File: config.mk
export PLATFORM = sky130hd
export DESIGN_NAME = setpoint_frame_receiver
export DESIGN_NICKNAME = d
export VERILOG_FILES = /design/src/rtl/spf_pkg.sv /design/src/rtl/setpoint_frame_receiver.sv /design/src/rtl/spf_parser.sv /design/src/rtl/spf_decode.sv
export SDC_FILE = /design/constraint.sdc
export NUM_CORES = 2
export LEC_CHECK = 0
export BUFFER_PORTS_ARGS = -buffer_cell sky130_fd_sc_hd__clkbuf_2
export CAP_MARGIN = 20
export CORE_ASPECT_RATIO = 1.4
export CORE_MARGIN = 5
export CORE_UTILIZATION = 35
export DETAILED_ROUTE_END_ITERATION = 10
export SKIP_CTS_REPAIR_TIMING = 1
export SLEW_MARGIN = 5
export SYNTH_ARGS = -nofsm -noshare
export SYNTH_HDL_FRONTEND = slang
export SYNTH_SLANG_ARGS = --single-unit
export TNS_END_PERCENT = 5
File: constraint.sdc
create_clock -name clk -period 11.7 [get_ports clk]
set_input_delay 0 -clock clk [delete_from_list [all_inputs] [get_ports clk]]
set_output_delay 0 -clock clk [all_outputs]
set_load 0.005 [all_outputs]
File: src/rtl/spf_pkg.sv
// ----------------------------------------------------------------------------
// spf_pkg - shared types and constants for the setpoint frame receiver
// Frame header codes, length limit, payload window layout and the fixed
// reciprocal used to divide speed words by ten.
// ----------------------------------------------------------------------------
package spf_pkg;

  // frame layout
  localparam logic [7:0] HEAD_FIRST    = 8'hAA;
  localparam logic [7:0] HEAD_SECOND   = 8'hAF;
  localparam logic [7:0] FUNC_MAX      = 8'hF0;
  localparam logic [7:0] FUNC_SETPOINT = 8'h01;
  localparam logic [7:0] LENGTH_LIMIT  = 8'd50;

  // payload offsets that the decode reads
  localparam int WINDOW_DEPTH = 18;
  localparam int WINDOW_IDX_W = $clog2(WINDOW_DEPTH);
  localparam int COUNT_W      = 6;
  localparam int MOTORS       = 4;
  localparam int GAINS        = 3;

  // result field widths
  localparam int SPEED_W = 13;
  localparam int QUOT_W  = SPEED_W - 1;
  localparam int GAIN_W  = 16;

  // x / 10 == (x * 52429) >> 19 for every 16-bit magnitude
  localparam int RECIP_W              = 17;
  localparam logic [RECIP_W-1:0] RECIP_TEN = 17'd52429;
  localparam int RECIP_SHIFT          = 19;

  typedef enum logic [2:0] {
    PH_IDLE,
    PH_HEAD1,
    PH_HEAD2,
    PH_FUNC,
    PH_PAYLOAD,
    PH_CHECK
  } phase_t;

  typedef logic [WINDOW_DEPTH-1:0][7:0] window_t;

endpackage

File: src/rtl/setpoint_frame_receiver.sv
// ----------------------------------------------------------------------------
// setpoint_frame_receiver - serial setpoint frame parser and decoder
// Parses 0xAA 0xAF framed packets with a byte-sum checksum and decodes
// motor directions, speeds and gains from good setpoint frames.
// ----------------------------------------------------------------------------
// Usage:
//   input channel  : one received byte per beat on rx_byte, in_valid/in_stall
//   output channel : one setpoint beat per good function-1 frame,
//                    out_valid/out_stall, eleven field ports
// Throughput: one byte per cycle while in_stall is low. The parser handles each byte
//   in the cycle it is taken, so there is no per-byte loop.
// Path: after the checksum byte is taken the result beat passes the decode request,
//   field extract and divide-by-ten result registers in that order.
// Reset (rst, synchronous): parser back to idle, sum and counters zero,
//   payload window all zero, the decode pipeline empty.
// Stall: a stalled result waits in the output register while bytes keep
//   flowing; in_stall rises only when the output register and the extract
//   stage both hold frames that cannot move and a third decoded frame is
//   pending behind them, since the window it reads must hold still.
// ----------------------------------------------------------------------------
module setpoint_frame_receiver
  import spf_pkg::*;
(
  input  logic                      clk,
  input  logic                      rst,
  input  logic                      in_valid,
  output logic                      in_stall,
  input  logic [7:0]                rx_byte,
  output logic                      out_valid,
  input  logic                      out_stall,
  output logic [7:0]                dir_one,
  output logic [7:0]                dir_two,
  output logic [7:0]                dir_three,
  output logic [7:0]                dir_four,
  output logic signed [SPEED_W-1:0] speed_one,
  output logic signed [SPEED_W-1:0] speed_two,
  output logic signed [SPEED_W-1:0] speed_three,
  output logic signed [SPEED_W-1:0] speed_four,
  output logic signed [GAIN_W-1:0]  gain_prop,
  output logic signed [GAIN_W-1:0]  gain_integ,
  output logic signed [GAIN_W-1:0]  gain_deriv
);

  window_t                   window;
  logic                      dec_valid;
  logic                      dec_take;
  logic [MOTORS-1:0][7:0]    dirs;
  logic signed [SPEED_W-1:0] speeds [MOTORS];
  logic signed [GAIN_W-1:0]  gains [GAINS];

  // byte parser and payload window
  spf_parser u_parser (
    .clk       (clk),
    .rst       (rst),
    .in_valid  (in_valid),
    .in_stall  (in_stall),
    .rx_byte   (rx_byte),
    .window    (window),
    .dec_valid (dec_valid),
    .dec_take  (dec_take)
  );

  // field decode and result register
  spf_decode u_decode (
    .clk       (clk),
    .rst       (rst),
    .dec_valid (dec_valid),
    .window    (window),
    .dec_take  (dec_take),
    .out_valid (out_valid),
    .out_stall (out_stall),
    .dirs      (dirs),
    .speeds    (speeds),
    .gains     (gains)
  );

  // result fields
  assign dir_one     = dirs[0];
  assign dir_two     = dirs[1];
  assign dir_three   = dirs[2];
  assign dir_four    = dirs[3];
  assign speed_one   = speeds[0];
  assign speed_two   = speeds[1];
  assign speed_three = speeds[2];
  assign speed_four  = speeds[3];
  assign gain_prop   = gains[0];
  assign gain_integ  = gains[1];
  assign gain_deriv  = gains[2];

  // input held back only behind a queued decode
  a_stall_needs_pending: assert property (@(posedge clk) disable iff (rst)
    in_stall |-> (dec_valid && !dec_take))
    else $error("input stalled with no blocked decode");

  // with an empty result register the whole chain drains
  a_empty_out_no_stall: assert property (@(posedge clk) disable iff (rst)
    !out_valid |-> !in_stall)
    else $error("input stalled while the result register is empty");

  // the window a pending decode reads does not move
  a_window_held: assert property (@(posedge clk) disable iff (rst)
    (dec_valid && !dec_take) |=> $stable(window))
    else $error("payload window changed under a pending decode");

endmodule

File: src/rtl/spf_parser.sv
// ----------------------------------------------------------------------------
// spf_parser - byte-level frame parser
// Walks the header, length, payload and checksum of each frame, keeps the
// payload window and raises a decode request for a good setpoint frame.
// ----------------------------------------------------------------------------
module spf_parser
  import spf_pkg::*;
(
  input  logic       clk,
  input  logic       rst,
  input  logic       in_valid,
  output logic       in_stall,
  input  logic [7:0] rx_byte,
  output window_t    window,
  output logic       dec_valid,
  input  logic       dec_take
);

  phase_t               phase, phase_next;
  logic [7:0]           func_code, func_code_next;
  logic [COUNT_W-1:0]   bytes_left, bytes_left_next;
  logic [COUNT_W-1:0]   bytes_taken, bytes_taken_next;
  logic [7:0]           running_sum, running_sum_next;
  logic                 store_req;
  logic                 fire;
  logic                 accept;
  logic                 store_en;
  logic [WINDOW_IDX_W-1:0] store_idx;

  // a pending decode that cannot move holds the window, so hold the input
  assign in_stall = dec_valid && !dec_take;
  assign accept   = in_valid && !in_stall;

  // next phase
  always_comb begin
    phase_next = PH_IDLE;
    case (phase)
      PH_IDLE:    if (rx_byte == HEAD_FIRST) phase_next = PH_HEAD1;
      PH_HEAD1:   if (rx_byte == HEAD_SECOND) phase_next = PH_HEAD2;
      PH_HEAD2:   if (rx_byte != 8'd0 && rx_byte <= FUNC_MAX) phase_next = PH_FUNC;
      PH_FUNC:    if (rx_byte < LENGTH_LIMIT) phase_next = PH_PAYLOAD;
      PH_PAYLOAD: begin
        if (bytes_left != '0) begin
          phase_next = (bytes_left == COUNT_W'(1)) ? PH_CHECK : PH_PAYLOAD;
        end
      end
      PH_CHECK:   phase_next = PH_IDLE;
      default:    phase_next = PH_IDLE;
    endcase
  end

  // datapath updates for the byte in the current phase
  always_comb begin
    func_code_next   = func_code;
    bytes_left_next  = bytes_left;
    bytes_taken_next = bytes_taken;
    running_sum_next = running_sum;
    store_req        = 1'b0;
    fire             = 1'b0;
    case (phase)
      PH_IDLE:  running_sum_next = rx_byte;
      PH_HEAD1: running_sum_next = running_sum + rx_byte;
      PH_HEAD2: begin
        func_code_next   = rx_byte;
        running_sum_next = running_sum + rx_byte;
      end
      PH_FUNC: begin
        bytes_left_next  = rx_byte[COUNT_W-1:0];
        bytes_taken_next = '0;
        running_sum_next = running_sum + rx_byte;
      end
      PH_PAYLOAD: begin
        if (bytes_left != '0) begin
          bytes_left_next  = bytes_left - COUNT_W'(1);
          bytes_taken_next = bytes_taken + COUNT_W'(1);
          running_sum_next = running_sum + rx_byte;
          store_req        = 1'b1;
        end
      end
      PH_CHECK: begin
        store_req = 1'b1;
        fire      = (running_sum == rx_byte) && (func_code == FUNC_SETPOINT);
      end
      default: ;
    endcase
  end

  // only offsets inside the window are kept
  assign store_idx = bytes_taken[WINDOW_IDX_W-1:0];
  assign store_en  = accept && store_req && (bytes_taken < COUNT_W'(WINDOW_DEPTH));

  // parser state; sum and counters only move on a phase that accepts the byte
  always_ff @(posedge clk) begin
    if (rst) begin
      phase       <= PH_IDLE;
      func_code   <= '0;
      bytes_left  <= '0;
      bytes_taken <= '0;
      running_sum <= '0;
    end else if (accept) begin
      phase <= phase_next;
      if (phase_next != PH_IDLE || phase == PH_CHECK) begin
        func_code   <= func_code_next;
        bytes_left  <= bytes_left_next;
        bytes_taken <= bytes_taken_next;
        running_sum <= running_sum_next;
      end
    end
  end

  // payload window, cleared at reset
  always_ff @(posedge clk) begin
    if (rst) begin
      window <= '0;
    end else if (store_en) begin
      window[store_idx] <= rx_byte;
    end
  end

  // decode request for a good setpoint frame
  always_ff @(posedge clk) begin
    if (rst) begin
      dec_valid <= 1'b0;
    end else if (accept && fire) begin
      dec_valid <= 1'b1;
    end else if (dec_take) begin
      dec_valid <= 1'b0;
    end
  end

endmodule

File: src/rtl/spf_decode.sv
// ----------------------------------------------------------------------------
// spf_decode - setpoint decode pipeline
// Pulls directions, speed magnitudes and gains out of the payload window,
// then divides the speeds by ten into the result register.
// ----------------------------------------------------------------------------
module spf_decode
  import spf_pkg::*;
(
  input  logic                     clk,
  input  logic                     rst,
  input  logic                     dec_valid,
  input  window_t                  window,
  output logic                     dec_take,
  output logic                     out_valid,
  input  logic                     out_stall,
  output logic [MOTORS-1:0][7:0]   dirs,
  output logic signed [SPEED_W-1:0] speeds [MOTORS],
  output logic signed [GAIN_W-1:0]  gains [GAINS]
);

  logic                  s2_valid;
  logic                  s2_ok;
  logic                  out_ok;
  logic                  out_load;
  logic [MOTORS-1:0][7:0] s2_dir;
  logic [15:0]           s2_mag [MOTORS];
  logic [MOTORS-1:0]     s2_neg;
  logic [GAIN_W-1:0]     s2_gain [GAINS];
  logic [15:0]           word_mag [MOTORS];
  logic [MOTORS-1:0]     word_neg;
  logic [15+RECIP_W:0]   prod [MOTORS];
  logic [QUOT_W-1:0]     quot [MOTORS];

  // handshake along the two stages
  assign out_ok   = !out_valid || !out_stall;
  assign out_load = s2_valid && out_ok;
  assign s2_ok    = !s2_valid || out_ok;
  assign dec_take = dec_valid && s2_ok;

  // sign and magnitude of each big-endian speed word
  for (genvar m = 0; m < MOTORS; m++) begin : g_mag
    localparam int Hi = 3 * m + 1;
    logic [15:0] word;
    assign word        = {window[Hi], window[Hi + 1]};
    assign word_neg[m] = word[15];
    assign word_mag[m] = word[15] ? (~word + 16'd1) : word;
  end

  // first stage: fields out of the window
  always_ff @(posedge clk) begin
    if (rst) begin
      s2_valid <= 1'b0;
    end else if (s2_ok) begin
      s2_valid <= dec_valid;
    end
  end

  always_ff @(posedge clk) begin
    if (dec_take) begin
      for (int m = 0; m < MOTORS; m++) begin
        s2_dir[m] <= window[3 * m];
        s2_mag[m] <= word_mag[m];
      end
      s2_neg <= word_neg;
      for (int g = 0; g < GAINS; g++) begin
        s2_gain[g] <= {window[2 * MOTORS * 1 + 4 + 2 * g], window[2 * MOTORS * 1 + 5 + 2 * g]};
      end
    end
  end

  // divide by ten through the reciprocal, truncating toward zero
  for (genvar m = 0; m < MOTORS; m++) begin : g_div
    assign prod[m] = s2_mag[m] * RECIP_TEN;
    assign quot[m] = prod[m][RECIP_SHIFT +: QUOT_W];
  end

  // result register
  always_ff @(posedge clk) begin
    if (rst) begin
      out_valid <= 1'b0;
    end else if (out_ok) begin
      out_valid <= s2_valid;
    end
  end

  always_ff @(posedge clk) begin
    if (out_load) begin
      dirs <= s2_dir;
      for (int m = 0; m < MOTORS; m++) begin
        speeds[m] <= s2_neg[m] ? -$signed({1'b0, quot[m]}) : $signed({1'b0, quot[m]});
      end
      for (int g = 0; g < GAINS; g++) begin
        gains[g] <= $signed(s2_gain[g]);
      end
    end
  end

endmodule

==> impl_results.md <==
- Status: finished, final reports clean
- Worst-Skew Late Latency: 0.63 ns
- Num CTS Buffers: 48
- Reg2reg setup slack: 4.91 ns
- Initial antenna violation count: 0
- RSZ-0062 raised after global routing: false
- Met2 Use GR: 0.280
- Period minus WS final: 6.79 ns
- Initial DRT Pass Iterations: 5
- Residual DRC: 0
- Layout cell share with drive strength beyond 1: 0.0702
- Pin count of the biggest net entering global routing: 110
- Sequential area share after synthesis: 0.332
- Power Total: 0.00332 W
- CTS tree: built
- Initial cell density of the core: 0.352
- Setup violators final: 0
- Die Wd: 281 um
- Root Driver: clkbuf_16
- Half-perimeter wire length after placement: 67400 um
- Sequential share of power: 0.511
- Hold WC Path Type: in2reg
- Mapped Cells: 3494
- Final Hold Fails: 0
- P&R area growth vs syn: 10.9%
- Worst hold path stage count: 3
- Worst hold margin: 0.181 ns
- Number of enable flip-flop cells after synthesis: 280
- H-tree levels: 2
- Core Box Area: 102000 um2
- Worst Setup End Kind: flop
- Crit Path Class: reg2reg
- Pwr dens: 82.9 nW/um2
- Vias in the first global route: 25416
- Max Clk Rate: 147 MHz
- Tightest Pin Transition: 1.07 ns
- GPL Wtd Cong: 0.907
- Grt ovf: 0
- Netlist cell types: 76
- P_int: 0.00258 W
- Global-route wire length before repair: 137000 um
- WP data required: 12.04 ns
- WP data arrival: 7.13 ns
- Main synth FF type: edfxtp_1
- Busiest grt layer: met2
- Yosys warning count: 0
- WL/cell: 17.2 um
- Most frequent cells in the layout: inv_1, ha_1, fa_1, edfxtp_1, nand2_1
- Num ports: 146
- Met3 Track Usage GR: 0.0239
- I/O Buffers: 145
- TritonCTS Sinks: 458
- Clk slew on worst S/H paths: 0.06 ns
- Die footprint: 110000 um2
- Fin nets: 4475
- Via count: 24154
- Leak: 17.5 nW
- Synthesized cell area: 36100 um2
- Async S/R FF share, synth: 0
- Synthesized net count: 4348
- Via density: 4.83
- Clk pwr share: 0.471
- Max cap viols: 0
- Antenna cells: 0
- Clock Skew: 0.0557 ns
- Slew headroom: 0.282
- Startpoint types: flop
- Met1 GRT Util: 0.189
- P_sw: 0.000735 W
- R2R depth: 20
- Seq cells post-synth: 458
- GRT Util Overall: 0.156
- Row cnt: 139
- Clk buf depth: 3
- Crit-path max FO: 5
- Maximum vdd drop: 128 uV
- Final worst-path cycle share: 0.580
- Slew Viols, Final: 0
- Iteration-0 DRC Markers: 979
- Routed Antenna Nets: 0
- TNS Setup: 0 ns
- Routed WL: 85700 um
- Sw frac: 0.221
- Mean Syn Cell Area: 10.3 um2
- Part of the power in combinational logic: 0.017
- Die Height: 390 um
- Commonest non-fill, non-tap cell in the layout: inv_1
==> path summary, 6_finish.rpt <==
kind	from	to
min reg2reg	u_decode.s2_gain[0][45]	gain_deriv[13]
min	rx_byte[7]	u_parser.window[111]
max reg2reg	u_decode.s2_mag[1][3]	u_decode.speeds[37]
max	u_decode.s2_mag[1][3]	u_decode.speeds[37]
==> power groups by stage <==
stage	clock network (W)	registers, W	logic (W)
2_1_floorplan	0	0.00173	0.0000344
3_3_place_gp	0	0.00173	0.0000562
3_5_place_dp	0	0.00173	0.0000564
4_1_cts	0.00162	0.00170	0.0000564
5_1_grt	0.00168	0.00169	0.0000636
6_report	0.00156	0.00170	0.0000580
==> critical path: stages (launching register included) <==
cell       delay (ns)
edfxtp_1         0.48
ha_1             0.39
inv_1            0.09
fa_1             0.55
inv_1            0.06
fa_1             0.44
fa_1             0.49
fa_1             0.56
inv_1            0.06
fa_1             0.54
inv_1            0.04
ha_1             0.34
a21o_1           0.17
a311o_1          0.32
a221oi_1         0.28
o41a_1           0.34
a21oi_1          0.12
xor2_1           0.20
a2111oi_1        0.65
a41oi_1          0.24
xnor2_1          0.17
==> synth_stat cells, types with 6 or more instances <==
cell type	n	share of area
ha_1	521	0.18
o211ai_1	10	0.0021
a21o_1	25	0.0052
nor4_1	11	0.0019
a21oi_1	222	0.031
nor2b_1	7	0.0012
o21bai_1	11	0.0023
o31ai_1	29	0.0060
xor2_1	49	0.012
or3_1	15	0.0026
xnor2_1	128	0.031
fa_1	321	0.18
clkbuf_1	89	0.0093
o21ai_0	64	0.0089
nand4_1	28	0.0049
or4_1	13	0.0027
nor2_1	113	0.012
buf_1	8	0.00083
a31oi_1	17	0.0029
a211oi_1	19	0.0040
and4_1	6	0.0015
mux2i_1	30	0.0083
and2_1	13	0.0023
o41ai_1	8	0.0019
dfxtp_1	178	0.099
o21a_1	12	0.0025
nand2b_1	16	0.0028
edfxtp_1	280	0.23
nor3_1	29	0.0040
nand3_1	155	0.021
inv_1	714	0.074
nand2_1	244	0.025
and3_1	11	0.0019
==> kinds of logic (layout without fill, tap and decap cells) <==
logic type / count (synthesis) / count (layout) / synth area share
fa+ha+maj: 842 / 842 / 0.359
buf+inv: 812 / 977 / 0.0844
mux: 30 / 30 / 0.00832
flops: 458 / 458 / 0.332
compound gates: 490 / 490 / 0.0843
xor+xnor: 177 / 177 / 0.0430
simple gates: 685 / 685 / 0.0897
==> routing by layer <==
layer / wire length, um / share of wire
met2: 42900 / 0.50
met5: 0 / 0
met3: 3640 / 0.042
met4: 3620 / 0.042
met1: 35600 / 0.41
==> sequential cells by signal, indices dropped and copies added (netlist names) <==
register,count
u_parser.window,144
u_decode.s2_mag,64
u_decode.speeds,52
u_decode.s2_gain,48
u_decode.dirs,32
u_decode.s2_dir,32
gain_deriv,16
gain_integ,16
gain_prop,16
u_parser.func_code,8
u_parser.running_sum,8
u_parser.bytes_left,6
u_parser.bytes_taken,6
u_decode.s2_neg,4
u_parser.phase,3
u_decode.out_valid,1
u_decode.s2_valid,1
u_parser.dec_valid,1
==> layout make-up <==
cell class / count / area (um2)
clock buffers: 64 / 1360
clock inverters: 24 / 267
fillers: 10028 / 62400
inverters: 715 / 2680
multi-input cells: 2224 / 21100
flip-flops and latches: 458 / 12000
well taps: 1339 / 1680
repair buffers: 174 / 975
==> stage by stage <==
| step | worst slack [ns] | util | cell area (um2) | instances |
|---|---|---|---|---|
| global placement | 4.98 | 0.374 | 38300 | 4900 |
| detailed placement | 4.88 | 0.374 | 38300 | 4900 |
| CTS | 4.91 | 0.390 | 39900 | 4988 |
| floorplan | 0.995 | - | 36100 | 3494 |
| global route | 4.51 | 0.391 | 40000 | 4998 |
| finish | 4.91 | 0.391 | 40000 | 4998 |
Power figures use the tool's default switching activity.
